[config.mk]
export PLATFORM = sky130hd
export DESIGN_NAME = bounded_deque_with_reverse
export DESIGN_NICKNAME = d
export VERILOG_FILES = /design/src/bdr_pkg.sv /design/src/bdr_ram.sv /design/src/bounded_deque_with_reverse.sv
export VERILOG_INCLUDE_DIRS = /design/src /design/src/src
export SDC_FILE = /design/constraint.sdc
export NUM_CORES = 1
export LEC_CHECK = 0
export ABC_AREA = 1
export BUFFER_PORTS_ARGS = -buffer_cell sky130_fd_sc_hd__buf_4
export CAP_MARGIN = 20
export CORE_MARGIN = 2
export CORE_UTILIZATION = 56
export DETAILED_ROUTE_END_ITERATION = 10
export PLACE_DENSITY = 0.81
export SLEW_MARGIN = 0
export SYNTH_ARGS = -nofsm -noshare
export SYNTH_HDL_FRONTEND = slang
export SYNTH_SLANG_ARGS = --single-unit
[constraint.sdc]
create_clock -name clk -period 4.1 [get_ports clk]
set_clock_uncertainty 0.05 [all_clocks]
set_input_delay 0.205 -clock clk [delete_from_list [all_inputs] [get_ports clk]]
set_output_delay 0.205 -clock clk [all_outputs]
set_load 0.005 [all_outputs]
[src/assert_macros.svh]
// Assertion helpers for the RTL.
`ifndef ASSERT_MACROS_SVH
`define ASSERT_MACROS_SVH

// Clocked check, idle during reset.
`define ASSERT_CLK(label, prop, msg) \
  label: assert property (@(posedge clk) disable iff (rst) prop) else $error(msg);

// Clocked check that also runs through reset.
`define ASSERT_ALWAYS(label, prop, msg) \
  label: assert property (@(posedge clk) prop) else $error(msg);

`endif

[src/bdr_pkg.sv]
package bdr_pkg;

  localparam int DEPTH_DEFAULT = 16;
  localparam int DATA_W        = 32;
  localparam int COUNT_W       = 5;

  typedef enum logic [2:0] {
    REQ_INS_HEAD = 3'd0,
    REQ_INS_TAIL = 3'd1,
    REQ_REM_HEAD = 3'd2,
    REQ_REVERSE  = 3'd3,
    REQ_CLEAR    = 3'd4
  } req_t;

  typedef enum logic {
    ST_IDLE,
    ST_READ
  } state_t;

  // Enables for the entry RAM.
  typedef struct packed {
    logic wr_en;
    logic rd_en;
  } ram_ctl_t;

endpackage

[src/bdr_ram.sv]
module bdr_ram
  import bdr_pkg::*;
#(
  parameter int DEPTH = DEPTH_DEFAULT,
  localparam int AW = (DEPTH > 1) ? $clog2(DEPTH) : 1
) (
  input  logic              clk,
  input  ram_ctl_t          ctl,
  input  logic [AW-1:0]     wr_addr,
  input  logic [DATA_W-1:0] wr_data,
  input  logic [AW-1:0]     rd_addr,
  output logic [DATA_W-1:0] rd_data
);

  logic [DATA_W-1:0] mem [DEPTH];

  always_ff @(posedge clk) begin
    if (ctl.wr_en) begin
      mem[wr_addr] <= wr_data;
    end
  end

  always_ff @(posedge clk) begin
    if (ctl.rd_en) begin
      rd_data <= mem[rd_addr];
    end
  end

endmodule

[src/bounded_deque_with_reverse.sv]
// Channel   Handshake            Payload
// -------   ------------------   ------------------------------------
// request   in_valid/in_ready    req_type[2:0], value_in[31:0] signed
// result    out_valid/out_ready  ok, removed_value[31:0] signed, count[4:0]
//
// A successful remove goes through ST_READ (registered RAM read) before its
// result is written; every other item writes its result directly. Items are
// handled one at a time: after a remove, no item is taken until ST_READ ends.
// rst is synchronous: count, front pointer and orientation clear at once;
// the entry RAM keeps its contents and needs no clearing pass.
// A stalled result waits in the output register; the next item is taken
// in the same cycle the waiting result drains.
`include "assert_macros.svh"

module bounded_deque_with_reverse
  import bdr_pkg::*;
#(
  parameter int DEPTH = DEPTH_DEFAULT
) (
  input  logic                     clk,
  input  logic                     rst,
  input  logic                     in_valid,
  output logic                     in_ready,
  input  logic [2:0]               req_type,
  input  logic signed [DATA_W-1:0] value_in,
  output logic                     out_valid,
  input  logic                     out_ready,
  output logic                     ok,
  output logic signed [DATA_W-1:0] removed_value,
  output logic [COUNT_W-1:0]       count
);

  localparam int PW = (DEPTH > 1) ? $clog2(DEPTH) : 1;  // slot index width
  localparam int CW = $clog2(DEPTH + 1);                // entry count width
  localparam int SW = CW + 1;                           // slot arithmetic width
  localparam logic [PW-1:0] LAST_SLOT = PW'(DEPTH - 1);
  localparam logic [CW-1:0] FULL_CNT  = CW'(DEPTH);

  // Step one slot forward/back around the ring.
  function automatic logic [PW-1:0] fwd1(input logic [PW-1:0] p);
    return (p == LAST_SLOT) ? '0 : p + PW'(1);
  endfunction

  function automatic logic [PW-1:0] back1(input logic [PW-1:0] p);
    return (p == '0) ? LAST_SLOT : p - PW'(1);
  endfunction

  // p + n mod DEPTH, with n < DEPTH: one compare and subtract.
  function automatic logic [PW-1:0] fwd_n(input logic [PW-1:0] p, input logic [CW-1:0] n);
    logic [SW-1:0] s;
    s = SW'(p) + SW'(n);
    if (s >= SW'(DEPTH)) begin
      s = s - SW'(DEPTH);
    end
    return s[PW-1:0];
  endfunction

  // p - n mod DEPTH, with n < DEPTH.
  function automatic logic [PW-1:0] back_n(input logic [PW-1:0] p, input logic [CW-1:0] n);
    logic [SW-1:0] s;
    if (SW'(p) >= SW'(n)) begin
      s = SW'(p) - SW'(n);
    end else begin
      s = SW'(p) + SW'(DEPTH) - SW'(n);
    end
    return s[PW-1:0];
  endfunction

  state_t state, state_next;

  logic [PW-1:0] front_pointer, front_pointer_next;
  logic [CW-1:0] entry_count, entry_count_next;
  logic          reversed, reversed_next;

  logic              in_fire;
  logic              go_read;
  logic              ok_now;
  ram_ctl_t          ram_ctl;
  logic [PW-1:0]     wr_addr;
  logic [DATA_W-1:0] rd_data;
  req_t              req;

  assign in_fire = in_valid && in_ready;
  assign req     = req_t'(req_type);

  // Request decode and pointer update
  always_comb begin
    front_pointer_next = front_pointer;
    entry_count_next   = entry_count;
    reversed_next      = reversed;
    ok_now             = 1'b0;
    go_read            = 1'b0;
    ram_ctl            = '0;
    wr_addr            = front_pointer;
    if (in_fire) begin
      case (req)
        REQ_INS_HEAD: begin
          if (entry_count != FULL_CNT) begin
            front_pointer_next = reversed ? fwd1(front_pointer) : back1(front_pointer);
            wr_addr            = front_pointer_next;
            ram_ctl.wr_en      = 1'b1;
            entry_count_next   = entry_count + CW'(1);
            ok_now             = 1'b1;
          end
        end
        REQ_INS_TAIL: begin
          if (entry_count != FULL_CNT) begin
            wr_addr          = reversed ? back_n(front_pointer, entry_count)
                                        : fwd_n(front_pointer, entry_count);
            ram_ctl.wr_en    = 1'b1;
            entry_count_next = entry_count + CW'(1);
            ok_now           = 1'b1;
          end
        end
        REQ_REM_HEAD: begin
          if (entry_count != '0) begin
            // head slot is read now; the RAM output is registered, then captured into the result in ST_READ
            ram_ctl.rd_en      = 1'b1;
            go_read            = 1'b1;
            front_pointer_next = reversed ? back1(front_pointer) : fwd1(front_pointer);
            entry_count_next   = entry_count - CW'(1);
            ok_now             = 1'b1;
          end
        end
        REQ_REVERSE: begin
          // front jumps to the old tail, orientation flips; no entry moves
          if (entry_count != '0) begin
            front_pointer_next = reversed ? back_n(front_pointer, entry_count - CW'(1))
                                          : fwd_n(front_pointer, entry_count - CW'(1));
            reversed_next      = !reversed;
          end
          ok_now = 1'b1;
        end
        REQ_CLEAR: begin
          front_pointer_next = '0;
          entry_count_next   = '0;
          reversed_next      = 1'b0;
          ok_now             = 1'b1;
        end
        default: begin
          // unknown request: no change, ok stays low
        end
      endcase
    end
  end

  // FSM next state
  always_comb begin
    state_next = state;
    case (state)
      ST_IDLE: begin
        if (go_read) begin
          state_next = ST_READ;
        end
      end
      ST_READ: state_next = ST_IDLE;
      default: state_next = ST_IDLE;
    endcase
  end

  // FSM outputs: take an item only when idle and the result register frees up
  always_comb begin
    case (state)
      ST_IDLE: in_ready = !out_valid || out_ready;
      ST_READ: in_ready = 1'b0;
      default: in_ready = 1'b0;
    endcase
  end

  always_ff @(posedge clk) begin
    if (rst) begin
      state         <= ST_IDLE;
      front_pointer <= '0;
      entry_count   <= '0;
      reversed      <= 1'b0;
    end else begin
      state         <= state_next;
      front_pointer <= front_pointer_next;
      entry_count   <= entry_count_next;
      reversed      <= reversed_next;
    end
  end

  // Result register
  always_ff @(posedge clk) begin
    if (rst) begin
      out_valid <= 1'b0;
    end else if (state == ST_READ) begin
      out_valid <= 1'b1;
    end else if (in_fire && !go_read) begin
      out_valid <= 1'b1;
    end else if (out_ready) begin
      out_valid <= 1'b0;
    end
  end

  always_ff @(posedge clk) begin
    if (state == ST_READ) begin
      ok            <= 1'b1;
      removed_value <= rd_data;
      count         <= COUNT_W'(entry_count);
    end else if (in_fire && !go_read) begin
      ok            <= ok_now;
      removed_value <= '0;
      count         <= COUNT_W'(entry_count_next);
    end
  end

  bdr_ram #(
    .DEPTH (DEPTH)
  ) u_ram (
    .clk     (clk),
    .ctl     (ram_ctl),
    .wr_addr (wr_addr),
    .wr_data (value_in),
    .rd_addr (front_pointer),
    .rd_data (rd_data)
  );

  // Checks
  `ASSERT_CLK(a_count_bound, entry_count <= FULL_CNT, "entry count above depth")
  `ASSERT_CLK(a_read_one_cycle, state == ST_READ |=> state == ST_IDLE, "read state held")
  `ASSERT_CLK(a_read_reg_free, state == ST_READ |-> !out_valid && !in_ready, "result busy in read")
  `ASSERT_CLK(a_remove_reads, in_fire && req == REQ_REM_HEAD && entry_count != '0 |=> state == ST_READ && entry_count == $past(entry_count) - CW'(1), "remove did not read")

endmodule
# ---- Yosys cells after proc, flatten, opt, wreduce, memory -nomap -nowiden
# Memories as Yosys holds them, arrays and structs flattened. A register that Yosys moved wholly into a read port is not among the register bits.
# Cells that the tools add are included.
dict set report classes {
  addsub 13
  magnitude_cmp 4
  n_eq_ne 8
  muxes 43
  bitwise 1
  n_reduce_logical 17
}
# cell count
set ops {}
lappend ops {{32-bit 2-to-1 mux} 2}
lappend ops {{4-bit 2-to-1 mux} 15}
lappend ops {{5-bit 2-to-1 mux} 5}
lappend ops {{4-bit one-hot mux with 4 select lines} 1}
lappend ops {{4-bit subtractor} 4}
lappend ops {{5-bit one-hot mux with 3 select lines} 1}
lappend ops {{1-bit 2-to-1 mux} 13}
lappend ops {{4-bit by 5-bit adder with 6-bit output} 2}
lappend ops {{6-bit by 5-bit greater-or-equal comparator with 1-bit output (second input constant)} 2}
lappend ops {{4-bit by 1-bit subtractor with 4-bit output (second input constant)} 3}
lappend ops {{4-bit by 5-bit greater-or-equal comparator with 1-bit output} 2}
lappend ops {{4-bit by 1-bit adder with 4-bit output (second input constant)} 2}
lappend ops {{4-bit one-hot mux with 2 select lines} 1}
lappend ops {{3-bit by 2-bit == test with 1-bit output (second input constant)} 2}
lappend ops {{1-bit one-hot mux with 2 select lines} 3}
lappend ops {{5-bit by 1-bit adder with 5-bit output (second input constant)} 1}
lappend ops {{5-bit != test (second input constant)} 1}
lappend ops {{5-bit nonzero test} 1}
lappend ops {{5-bit by 1-bit subtractor with 5-bit output (second input constant)} 1}
lappend ops {{4-bit == test (second input constant)} 1}
lappend ops {{4-bit zero test} 1}
lappend ops {{2-bit != test (second input constant)} 2}
lappend ops {{4-bit AND reduction} 1}
lappend ops {{2-bit nonzero test} 2}
lappend ops {{other kinds (13)} 17}
dict set report word_totals {
  reg_bits 50
  mem_bits_rw 512
  input_bits 39
  out_inout_bits 40
  word_cells 95
  n_memories 1
}
# memory words word_bits rd rd_clocked_by_memory_dff write_ports line
set mem_list {}
lappend mem_list {u_ram.mem 16 32 1 1 1 bdr_ram.sv:15} ;# logic [DATA_W-1:0] mem [DEPTH];

# ---- Depth between registers and ports, before layout
# Gate-level depths: netlist of run 1.
dict set report logic_depth {
  ltp_word 9
  depth_mapped 20
}

# ---- Modules after synthesis
# Synthesis of run 1 repeated with hierarchy kept, for this count alone.
dict set report hier_totals {
  hier_cells 2497
  hier_area_um2 26062.5
}
# module n_inst cells_each area_each_um2
set by_module_without_submodules {}
lappend by_module_without_submodules {bdr_ram 1 2120 23050.9}
lappend by_module_without_submodules {bounded_deque_with_reverse 1 377 3011.6}

# ---- Worst setup path after synthesis of run 1
# No wires, ideal clock.
dict set report synth_path {
  kind {flip-flop to flip-flop}
  from {reg front_pointer[0]}
  to {mem u_ram.mem[4][0] (enable)}
  arrival_time_ps 3624
  slack_ps 5
  stages_incl_launch_ff 17
  n_path_buf 4
  synth_period_minus_slack_ps 4095
  path_cell_list {dfxtp_1 -> buf_4 -> inv_2 -> buf_4 -> buf_2 -> buf_2 -> ha_1 -> fa_1 -> xnor2_1 -> o211ai_1 -> nand2_1 -> clkinv_1 -> nand2_1 -> o21ai_2 -> inv_2 -> nand3_2 -> nor2_1}
}
dict set report synth_via {
  elab_chain_cells 7
  word_cells_on_any_way 21
  cone_classes {add/sub: 7; order compare: 2; eq/ne: 1; mux: 10; reduce/logical: 1}
}
# element line
set synth_lines {}
lappend synth_lines {{start, declared} bounded_deque_with_reverse.sv:71} ;# logic [PW-1:0] front_pointer, front_pointer_next;
lappend synth_lines {{start signal, assigned} bounded_deque_with_reverse.sv:178} ;# front_pointer <= front_pointer_next;
lappend synth_lines {{4-bit by 5-bit adder with 6-bit output or 4-bit by 1-bit adder with 4-bit output (tied branches)} {bounded_deque_with_reverse.sv:51, bounded_deque_with_reverse.sv:64}}
lappend synth_lines {{6-bit by 5-bit greater-or-equal comparator with 1-bit output, or another cell as far along} bounded_deque_with_reverse.sv:52} ;# if (s >= SW'(DEPTH)) begin
lappend synth_lines {{4-bit 2-to-1 mux (on tied branches)} {bounded_deque_with_reverse.sv:52, bounded_deque_with_reverse.sv:61}}
lappend synth_lines {{4-bit 2-to-1 mux} bounded_deque_with_reverse.sv:108} ;# wr_addr = reversed ? back_n(front_pointer, entry_count)
lappend synth_lines {{4-bit 2-to-1 mux} bounded_deque_with_reverse.sv:107} ;# if (entry_count != FULL_CNT) begin
lappend synth_lines {{4-bit one-hot mux with 2 select lines} bounded_deque_with_reverse.sv:96} ;# case (req)
lappend synth_lines {{4-bit 2-to-1 mux (*)} bounded_deque_with_reverse.sv:95} ;# if (in_fire) begin
lappend synth_lines {{end, declared} bdr_ram.sv:15}
# Every way passes the cells marked *; elsewhere a longest branch is shown, timed or not.

# ---- Worst setup path in the final report of run 1
dict set report layout_path {
  from {reg entry_count[0]}
  to {mem u_ram.mem[8][14] (enable)}
}
dict set report layout_via {
  elab_chain_cells 7
  word_cells_on_any_way 19
  cone_classes {add/sub: 4; order compare: 2; eq/ne: 1; mux: 12}
}
# element line
set layout_lines {}
lappend layout_lines {{start, declared} bounded_deque_with_reverse.sv:72} ;# logic [CW-1:0] entry_count, entry_count_next;
lappend layout_lines {{start signal, assigned} bounded_deque_with_reverse.sv:179} ;# entry_count <= entry_count_next;
lappend layout_lines {{4-bit by 5-bit adder with 6-bit output} bounded_deque_with_reverse.sv:51} ;# s = SW'(p) + SW'(n);
lappend layout_lines {{6-bit by 5-bit greater-or-equal comparator with 1-bit output or 4-bit by 1-bit subtractor with 4-bit output (tied branches)} {bounded_deque_with_reverse.sv:52, bounded_deque_with_reverse.sv:53}}
lappend layout_lines {{4-bit 2-to-1 mux} bounded_deque_with_reverse.sv:52}
lappend layout_lines {{4-bit 2-to-1 mux} bounded_deque_with_reverse.sv:108}
lappend layout_lines {{4-bit 2-to-1 mux} bounded_deque_with_reverse.sv:107}
lappend layout_lines {{4-bit one-hot mux with 2 select lines} bounded_deque_with_reverse.sv:96}
lappend layout_lines {{4-bit 2-to-1 mux} bounded_deque_with_reverse.sv:95}
# Parallel ways exist; a longest one is shown, timed or not.

==> results of run 1 <==
## state kept, by name, indices dropped and copies added, names as in the netlist
register,count
count,5
entry_count,5
front_pointer,4
ok,1
out_valid,1
removed_value,32
reversed,1
state,1
u_ram.mem,512
u_ram.rd_data,32
## per-layer routing
layer | vias to the layer above | global-route usage [%]
li1 | 6830 | -
met1 | 7383 | 36.5
met2 | 982 | 42.1
met3 | 135 | 4.67
met4 | 0 | 9.86
met5 | - | 0
## stage by stage
stage	instance area, um^2	setup WS (ps)	hold WS (ps)
after floorplan	23700	5.36	254
after global placement	25000	570	419
after detailed placement	25000	511	425
after CTS	27000	459	46.8
after global routing	27000	89.7	60.9
final	27000	458	56.2
## report_power, final
group          total [mW]  internal (mW)  switching (mW)
Clock                4.60           2.51            2.09
Sequential           6.78           6.75          0.0305
Combinational        1.19          0.351           0.837
## layout make-up
cell class | count | area share, %
clock inverters | 31 | 0.640
inverters | 72 | 1.04
multi-input cells | 1023 | 19.8
flip-flops and latches | 594 | 65.7
repair buffers | 152 | 5.01
clock buffers | 67 | 5.27
well taps | 539 | 2.50
## worst register-to-register path, stage by stage (launching register included)
cell,delay [ps]
dfxtp_1,500
inv_2,110
ha_1,360
nor2_1,100
inv_1,50
o21ai_0,120
inv_1,100
fa_1,500
o21ai_1,70
nand2_1,60
nand2_1,70
nor3_2,200
nand3_1,440
nor2_4,270
buf_4,300
## cell usage after synthesis (all sizes together)
cell type | n | area share, %
xnor2 | 5 | 0.19
clkbuf | 75 | 1.2
a22oi | 1 | 0.032
or2 | 1 | 0.026
nor2 | 289 | 4.7
a21oi | 15 | 0.33
buf | 36 | 0.81
xor2 | 3 | 0.11
and3 | 1 | 0.026
o21ai | 275 | 5.9
inv | 69 | 1.1
fa | 2 | 0.17
dfxtp | 13 | 1.1
o211ai | 17 | 0.54
nand4 | 4 | 0.13
ha | 13 | 0.69
nand2 | 169 | 2.8
o22ai | 77 | 2.0
a31oi | 2 | 0.12
edfxtp | 581 | 74
nor3 | 4 | 0.13
o221ai | 53 | 2.0
nand3 | 89 | 2.1
a211oi | 3 | 0.12
clkinv | 3 | 0.048
## how the worst max path moves through the flow
stage                                   from                         end  slack [ps]  cells past startpoint
3_5_place_dp       entry_count[0]$_SDFF_PP0_   u_ram.mem[7][9]$_DFFE_PP_         510                     17
2_1_floorplan  front_pointer[0]$_SDFFE_PP0P_   u_ram.mem[4][0]$_DFFE_PP_           5                     16
4_1_cts            entry_count[0]$_SDFF_PP0_   u_ram.mem[8][6]$_DFFE_PP_         460                     14
6_report           entry_count[0]$_SDFF_PP0_  u_ram.mem[8][14]$_DFFE_PP_         460                     14
3_3_place_gp       entry_count[0]$_SDFF_PP0_   u_ram.mem[7][9]$_DFFE_PP_         570                     17
5_1_grt            entry_count[0]$_SDFF_PP0_  u_ram.mem[7][18]$_DFFE_PP_          90                     17
## kinds of logic (layout without fill, tap and decap cells)
group	Yosys count	count (layout)
DFF	594	594
and+or+nand+nor	557	557
AOI/OAI and AO/OA	443	443
buffers and inverters	183	322
adders and majority gates	15	15
xor gates and xnor gates	8	8
## repair_timing
action | CTS | global route
hold buffers | 34 | 0
hold endpoints to repair | 524 | 0
setup endpoints to repair | 0 | 0
==> impl_metrics.ini, run 1 <==
[critical_path]
worst-path-buf-inv = 4
cp_max_fo = 18
critPathKind = register to register
slowest_delay_ps = 500
critPathSlowestCell = dfxtp_1
path_delay_family = simple AND/OR/NAND/NOR gates
r2r_end = u_ram.mem[8][14]$_DFFE_PP_
critPathRequiredTime_ps = 4300
cp.arrival_ps = 3840
r2r-start = entry_count[0]$_SDFF_PP0_
ff2ff_path_depth = 14
reg2reg_slack_ps = 460
cp-end-kind = register
worst_setup_path_start_kind = register
worstPathCellList = inv_2 -> ha_1 -> nor2_1 -> inv_1 -> o21ai_0 -> inv_1 -> fa_1 -> o21ai_1 -> nand2_1 -> nand2_1 -> nor3_2 -> nand3_1 -> nor2_4 -> buf_4

[die]
die_area_um2 = 43900
initial_core_util_pct = 56.5
ios = 79
dieWidth_um = 210
core.rowCount = 75
die_h_um = 210
core-area_um2 = 41900

[placement]
place_congestion = 0.921
dp_hpwl_mm = 33.8
dp.cells = 2346
portBuffers = 78

[clock_tree]
cts_made_buffers = 54
cts_tree = built
cts-root-buf = clkbuf_16
cts_setup_buffers = 0
clk_pin_slew_ps = 60
clock_latency_ps = 580
ctsResizeCount = 0
htreeDepth = 2
cts_max_path_buffers = 3
clock-sinks = 594

[min_path]
worstHoldEndpoint = state$_SDFF_PP0_
min_path_type = input port to register
hold_depth = 3
worstHoldStart = in_valid

[cells_and_area]
multi_input_area_um2 = 5340
layout_common_cells = edfxtp_1 (581), nor2_1 (269), o21ai_0 (268)
fin_util_pct = 64.4
syn_to_final_growth_pct = 13.9
stdcell_count = 2478
diodes = 0
fillers = 2887
final_common_cell = edfxtp_1
nets = 1951
drive_gt1_share_pct = 13.2
register_area_um2 = 17700

[timing]
final-setup-viol-count = 0
max_clock_freq_mhz = 275
finalMaxSlewViolations = 0
finalHoldViolCount = 0
slew_headroom_pct = 18.3
final.period_utilization_pct = 88.8
worst_pin_slew_ps = 1230
setup_tns_ps = 0
rsz0062_at_grt = false
post-route-min-period_ps = 3640

[yosys]
ys_warn_count = 0
synth-seq-cells = 594
synth_cells = 1800
muxShareOfSynthArea_pct = 0
synthesis.nets = 1854
synth_xor_area_share_pct = 0.296
avgSynthCellArea_um2 = 13.1
synth.distinct_cells = 41
synth_compound_area_share_pct = 11.0
synth_top_family_by_area = compound AO/OA/AOI/OAI gates
yosysSeqAreaShare_pct = 74.8
yosys.area_share.simple_pct = 9.85
yosys.area_share.adder_pct = 0.857
synth_area_um2 = 23700

[global_route]
grt_max_degree = 260
grt_pass1_wl_mm = 86.9
grt_usage_pct = 26.2
grt.overflow.total = 0
grt_antenna_before_repair = 0
grt_pass1_vias = 15000

[power]
power_density_nw_per_um2 = 466
ir_worst_vdd_uv = 326
total_power_mw = 12.6
leakage_nw = 9.25

[detailed_routing]
wl_mm = 57.4
wl_met3_mm = 6.43
drt-met1-wl_mm = 21.9
viasPerCell = 6.19
first_pass_iters = 6
wl_met2_mm = 27.3
routed.top_layer = met4
detail_route.wl_per_cell_um = 23.2
post-route-drc-count = 0
drt_iter0_drc = 2141
ant_nets = 0
vias = 15300

[job]
cap_violations = 0

[status]
status = complete, no violations
Power figures use the tool's default switching activity.
==> run 2, diff against run 1 <==
--- a/config.mk
+++ b/config.mk
@@ -14,2 +14,3 @@
 export DETAILED_ROUTE_END_ITERATION = 10
+export GPL_TIMING_DRIVEN = 0
 export PLACE_DENSITY = 0.81
==> constraint.sdc (replaced) <==
create_clock -name clk -period 4.1 [get_ports clk]
set_clock_uncertainty 0.05 [all_clocks]
set_input_delay 0.615 -clock clk [delete_from_list [all_inputs] [get_ports clk]]
set_output_delay 0.615 -clock clk [all_outputs]
set_load 0.005 [all_outputs]
==> run 2 against run 1 <==
Sequential power barely moved. Hold slack improved by 150 ps. Final cell count rose by 3.2%. Utilization rose by 1.5 points. Non-clock buffer count rose by 75. Die area did not move. Count of clock-buffer cells in the layout did not move. Worst setup slack got worse by 380 ps. Sequential cell count did not move. Wire length rose by 11%.
==> impl_metrics.ini, run 2 (same netlist as run 1, synthesis figures left out) <==
[timing]
post-route-min-period_ps = 4020
finalHoldViolCount = 0
final.period_utilization_pct = 98.1
slew_headroom_pct = 35.3
final-setup-viol-count = 0
worst_pin_slew_ps = 970
fin_ws_ps = 79.9
fin_hold_ws_ps = 201
finalMaxSlewViolations = 0
max_clock_freq_mhz = 249

[critical_path]
critPathKind = register to register
cp-end-kind = register
worst_setup_path_start_kind = register
critPathSlowestCell = fa_1
cp.arrival_ps = 4270
critPathRequiredTime_ps = 4350
path_delay_family = buffers and inverters
worst-path-buf-inv = 7
worstPathCellList = buf_4 -> inv_2 -> buf_4 -> buf_2 -> buf_2 -> ha_1 -> fa_1 -> o21ai_1 -> nand2_1 -> nand2_1 -> nand3_1 -> clkinv_1 -> nand2_2 -> nor2_4 -> buf_12
slowest_delay_ps = 420
cp_max_fo = 23

[global_route]
grt_antenna_before_repair = 1
grt-busiest-layer = met2
grt.overflow.total = 0
use_met3_pct = 5.84
grt_pass1_vias = 16000
grt_max_degree = 24
grt_use_met2_pct = 46.7
met1_usage_pct = 36.5
grt_pass1_wl_mm = 93.4
grt_usage_pct = 28.7

[job]
cap_violations = 0

[cells_and_area]
drive_gt1_share_pct = 14.5
largest_reg_flops = 512
stdcell_count = 2558
layout_common_cells = edfxtp_1 (581), nor2_1 (270), o21ai_0 (268)
design_area_um2 = 27600
final_common_cell = edfxtp_1
nets = 2027
diodes = 0
top_regs = u_ram.mem: 512 flops, removed_value: 32 flops, u_ram.rd_data: 32 flops
top_register = u_ram.mem
syn_to_final_growth_pct = 16.6

[die]
die_h_um = 210
die_area_um2 = 43900
core.rowCount = 75
ios = 79
core-area_um2 = 41900
initial_core_util_pct = 56.5
dieWidth_um = 210

[placement]
portBuffers = 78
placed_area_um2 = 25500
dp.cells = 2435
place_congestion = 0.876
dp_slack_ps = -261
dp_hpwl_mm = 40.9

[power]
power_density_nw_per_um2 = 483
pwr-share-clk_pct = 39.6
p_int_mw = 10.1
ir_worst_vdd_uv = 315
leakage_nw = 9.51
swShare_pct = 24.0
p_switching_mw = 3.19
total_power_mw = 13.3
power_frac_comb_pct = 9.5
power_frac_seq_pct = 50.9

[detailed_routing]
first_pass_iters = 6
post-route-drc-count = 0
wl_mm = 63.7
viasPerCell = 6.42
vias = 16400
ant_nets = 0
detail_route.wl_per_cell_um = 24.9
drt_iter0_drc = 2586

[clock_tree]
htreeDepth = 2
clock_latency_ps = 630
cts_tree = built
cts-root-buf = clkbuf_16
clock-sinks = 594
clk_pin_slew_ps = 70
cts_made_buffers = 55
cts_max_path_buffers = 3

[status]
status = complete, no violations

[min_path]
min_path_type = input port to register
run 2: final timing paths:
path,start,end,slack [ps],depth (start not counted)
max,front_pointer[0]$_SDFFE_PP0P_,u_ram.mem[11][31]$_DFFE_PP_,80,15
min,rst,front_pointer[3]$_SDFFE_PP0P_,200,4
max reg2reg,front_pointer[0]$_SDFFE_PP0P_,u_ram.mem[11][31]$_DFFE_PP_,80,15
min reg2reg,u_ram.rd_data[24]$_DFFE_PP_,removed_value[24]$_SDFFCE_PN0P_,440,2
run 2: metrics by stage:
stage / utilization (%) / TNS, ps
global route: 65.9 / -24.5
global placement: 59.5 / -862090
CTS: 65.4 / 0
finish: 65.9 / 0
floorplan: - / 0
detailed placement: 60.8 / -19080
run 2: area by class of cell:
| type | count | area (um^2) |
|---|---|---|
| flip-flops and latches | 594 | 17700 |
| fillers | 2795 | 14300 |
| multi-input cells | 1023 | 5340 |
| clock buffers | 67 | 1470 |
| repair buffers | 116 | 1250 |
| well taps | 539 | 674 |
| plain buffers | 111 | 475 |
| clock inverters | 36 | 394 |
| inverters | 72 | 275 |
run 2: power by group through the flow:
stage / Combinational (mW) / Sequential (mW) / Clock [mW]
4_1_cts: 1.22 / 6.78 / 5.27
5_1_grt: 1.34 / 6.78 / 5.51
3_3_place_gp: 1.14 / 6.91 / 0
6_report: 1.27 / 6.78 / 5.27
2_1_floorplan: 0.663 / 6.91 / 0
3_5_place_dp: 1.21 / 6.91 / 0
run 2: worst register-to-register path: cells and delay by family, from the launching register on:
kind | cells | cell delay, ps
flip-flops | 1 | 330
adder cells (fa/ha/maj) | 2 | 670
AO/OA/AOI/OAI | 1 | 140
AND/OR/NAND/NOR | 5 | 890
buffers and inverters | 7 | 1580
run 2: layer usage:
layer	vias up	routed length, um
li1	6994	-
met1	7951	22000
met2	1202	30400
met3	262	7690
met4	2	3580
met5	-	13
run 2: timing repair:
| action | CTS | global route |
|---|---|---|
| setup endpoints to repair | 204 | 210 |
| pin swaps | 3 | 9 |
| gates resized for setup | 1 | 0 |
| buffers inserted | 3 | 17 |
| hold buffers | 0 | 0 |
==> run 3, diff against run 2 <==
Settings changed: REMOVE_ABC_BUFFERS set to 1.
==> run 3 against run 2 <==
Wire length shrank 6.5%. Combinational power fell by 11%. First-iteration DRC count down 4.7%. Sequential power barely moved. Sequential share of layout area rose by 0.22 points. Sequential cell count is the same. Critical path depth shrank 2. Worst setup slack better by 86 ps. Critical path type unchanged. Critical endpoint is now u_ram.mem[12][14]$_DFFE_PP_. Largest cell class unchanged.
==> impl_metrics.ini, run 3 (same netlist as run 1, synthesis figures left out) <==
[critical_path]
slowest_delay_ps = 420
path_common_cell = buf_16
cp.arrival_ps = 4180
critPathKind = register to register
critPathSlowestCell = dfxtp_4
cp_max_fo = 80
critPathRequiredTime_ps = 4350
worst_setup_path_start_kind = register
worstPathCellList = buf_16 -> buf_16 -> inv_6 -> buf_16 -> ha_1 -> xor2_1 -> o21ai_1 -> nand2_1 -> nand2_1 -> nor3_2 -> nand3_2 -> nor2_4 -> buf_12
cp-end-kind = register
path_delay_family = buffers and inverters
worst-path-buf-inv = 5

[clock_tree]
clock_latency_ps = 620
cts_made_buffers = 56
htreeDepth = 2
cts_max_path_buffers = 3
cts_tree = built
clk_pin_slew_ps = 70
ctsHoldBuffers = 0
clock-sinks = 594
cts-root-buf = clkbuf_16

[timing]
setup_tns_ps = 0
finalHoldViolCount = 0
final.period_utilization_pct = 95.9
finalMaxSlewViolations = 0
worst_pin_slew_ps = 925
rsz0062_at_grt = false
final-setup-viol-count = 0
fin_ws_ps = 166
fin_hold_ws_ps = 229
slew_headroom_pct = 38.3
post-route-min-period_ps = 3930
max_clock_freq_mhz = 254

[job]
cap_violations = 0

[cells_and_area]
fin_util_pct = 65.7
top_register = u_ram.mem
drive_gt1_share_pct = 14.7
final_common_cell = edfxtp_1
top_regs = u_ram.mem: 512 flops, removed_value: 32 flops, u_ram.rd_data: 32 flops
nets = 1936
design_area_um2 = 27500
syn_to_final_growth_pct = 16.2
largest_reg_flops = 512
layout_common_cells = edfxtp_1 (581), nor2_1 (269), o21ai_0 (268)

[min_path]
min_path_type = input port to register

[detailed_routing]
wl_mm = 59.6
viasPerCell = 6.42
first_pass_iters = 6
detail_route.wl_per_cell_um = 24.2
drt_iter0_drc = 2465
ant_nets = 0
post-route-drc-count = 0
vias = 15800

[global_route]
grt_antenna_before_repair = 0
grt_pass1_vias = 15100
grt.overflow.total = 0
grt_pass1_wl_mm = 87.7
grt_usage_pct = 26.8
grt_max_degree = 138

[die]
core.rowCount = 75
core-area_um2 = 41900
die_h_um = 210
dieWidth_um = 210
die_area_um2 = 43900
ios = 79
initial_core_util_pct = 56.5

[placement]
dp_hpwl_mm = 30.0
portBuffers = 78
dp_slack_ps = -932
placed_area_um2 = 25200
place_congestion = 0.880

[status]
status = complete, no violations

[power]
power_density_nw_per_um2 = 486
leakage_nw = 9.47
ir_worst_vdd_uv = 314
## run 3: changes by cell type in the layout (fill, tap and decap cells not counted), moves of 3 or more
cell and delta:
clkbuf_1 -76, buf_2 -28, buf_12 +7, bufinv_16 +4
dfxtp_1 -4, clkbuf_8 -3, clkinv_1 +3, inv_6 +3
## run 3: area by class of cell
cell class,count,area (um^2)
Antenna cell,1,2.50
Sequential cell,594,17700
Tap cell,539,674
Clock inverter,41,485
Inverter,72,298
Timing Repair Buffer,135,1520
Fill cell,2799,14300
Clock buffer,63,1450
Multi-Input combinational cell,1023,5360
## run 3: worst paths after layout
check	from	endpoint	slack, ps	depth (start not counted)
worst min-delay path	rst	front_pointer[1]$_SDFFE_PP0P_	230	2
worst min register to register	u_ram.rd_data[21]$_DFFE_PP_	removed_value[21]$_SDFFCE_PN0P_	450	2
worst max register to register	front_pointer[1]$_SDFFE_PP0P_	u_ram.mem[12][14]$_DFFE_PP_	170	13
worst max-delay path	front_pointer[1]$_SDFFE_PP0P_	u_ram.mem[12][14]$_DFFE_PP_	170	13
## run 3: power by group
group	switching, mW	total, mW	internal [mW]
Clock	2.22	5.45	3.23
Combinational	0.756	1.13	0.371
Sequential	0.0499	6.80	6.75
## run 3: timing repair
item / CTS / global route
pin swaps: 16 / 0
gates cloned: 1 / 1
setup endpoints to repair: 512 / 512
setup buffers: 26 / 2
gates resized for setup: 2 / 6
endpoints found under the hold margin: 0 / 0
## run 3: per-layer routing
layer	track usage [%]	share of wire [%]	vias to the layer above
li1	-	-	6817
met2	42.0	47	1181
met4	13.2	4.5	0
met1	36.4	37	7605
met5	0	0	-
met3	5.24	12	232
## run 3: through the flow
stage / total power [mW] / instances
2_1_floorplan: 7.55 / 1689
3_3_place_gp: 7.91 / 2306
3_5_place_dp: 7.98 / 2334
4_1_cts: 13.3 / 2465
5_1_grt: 13.7 / 2467
6_report: 13.4 / 2468
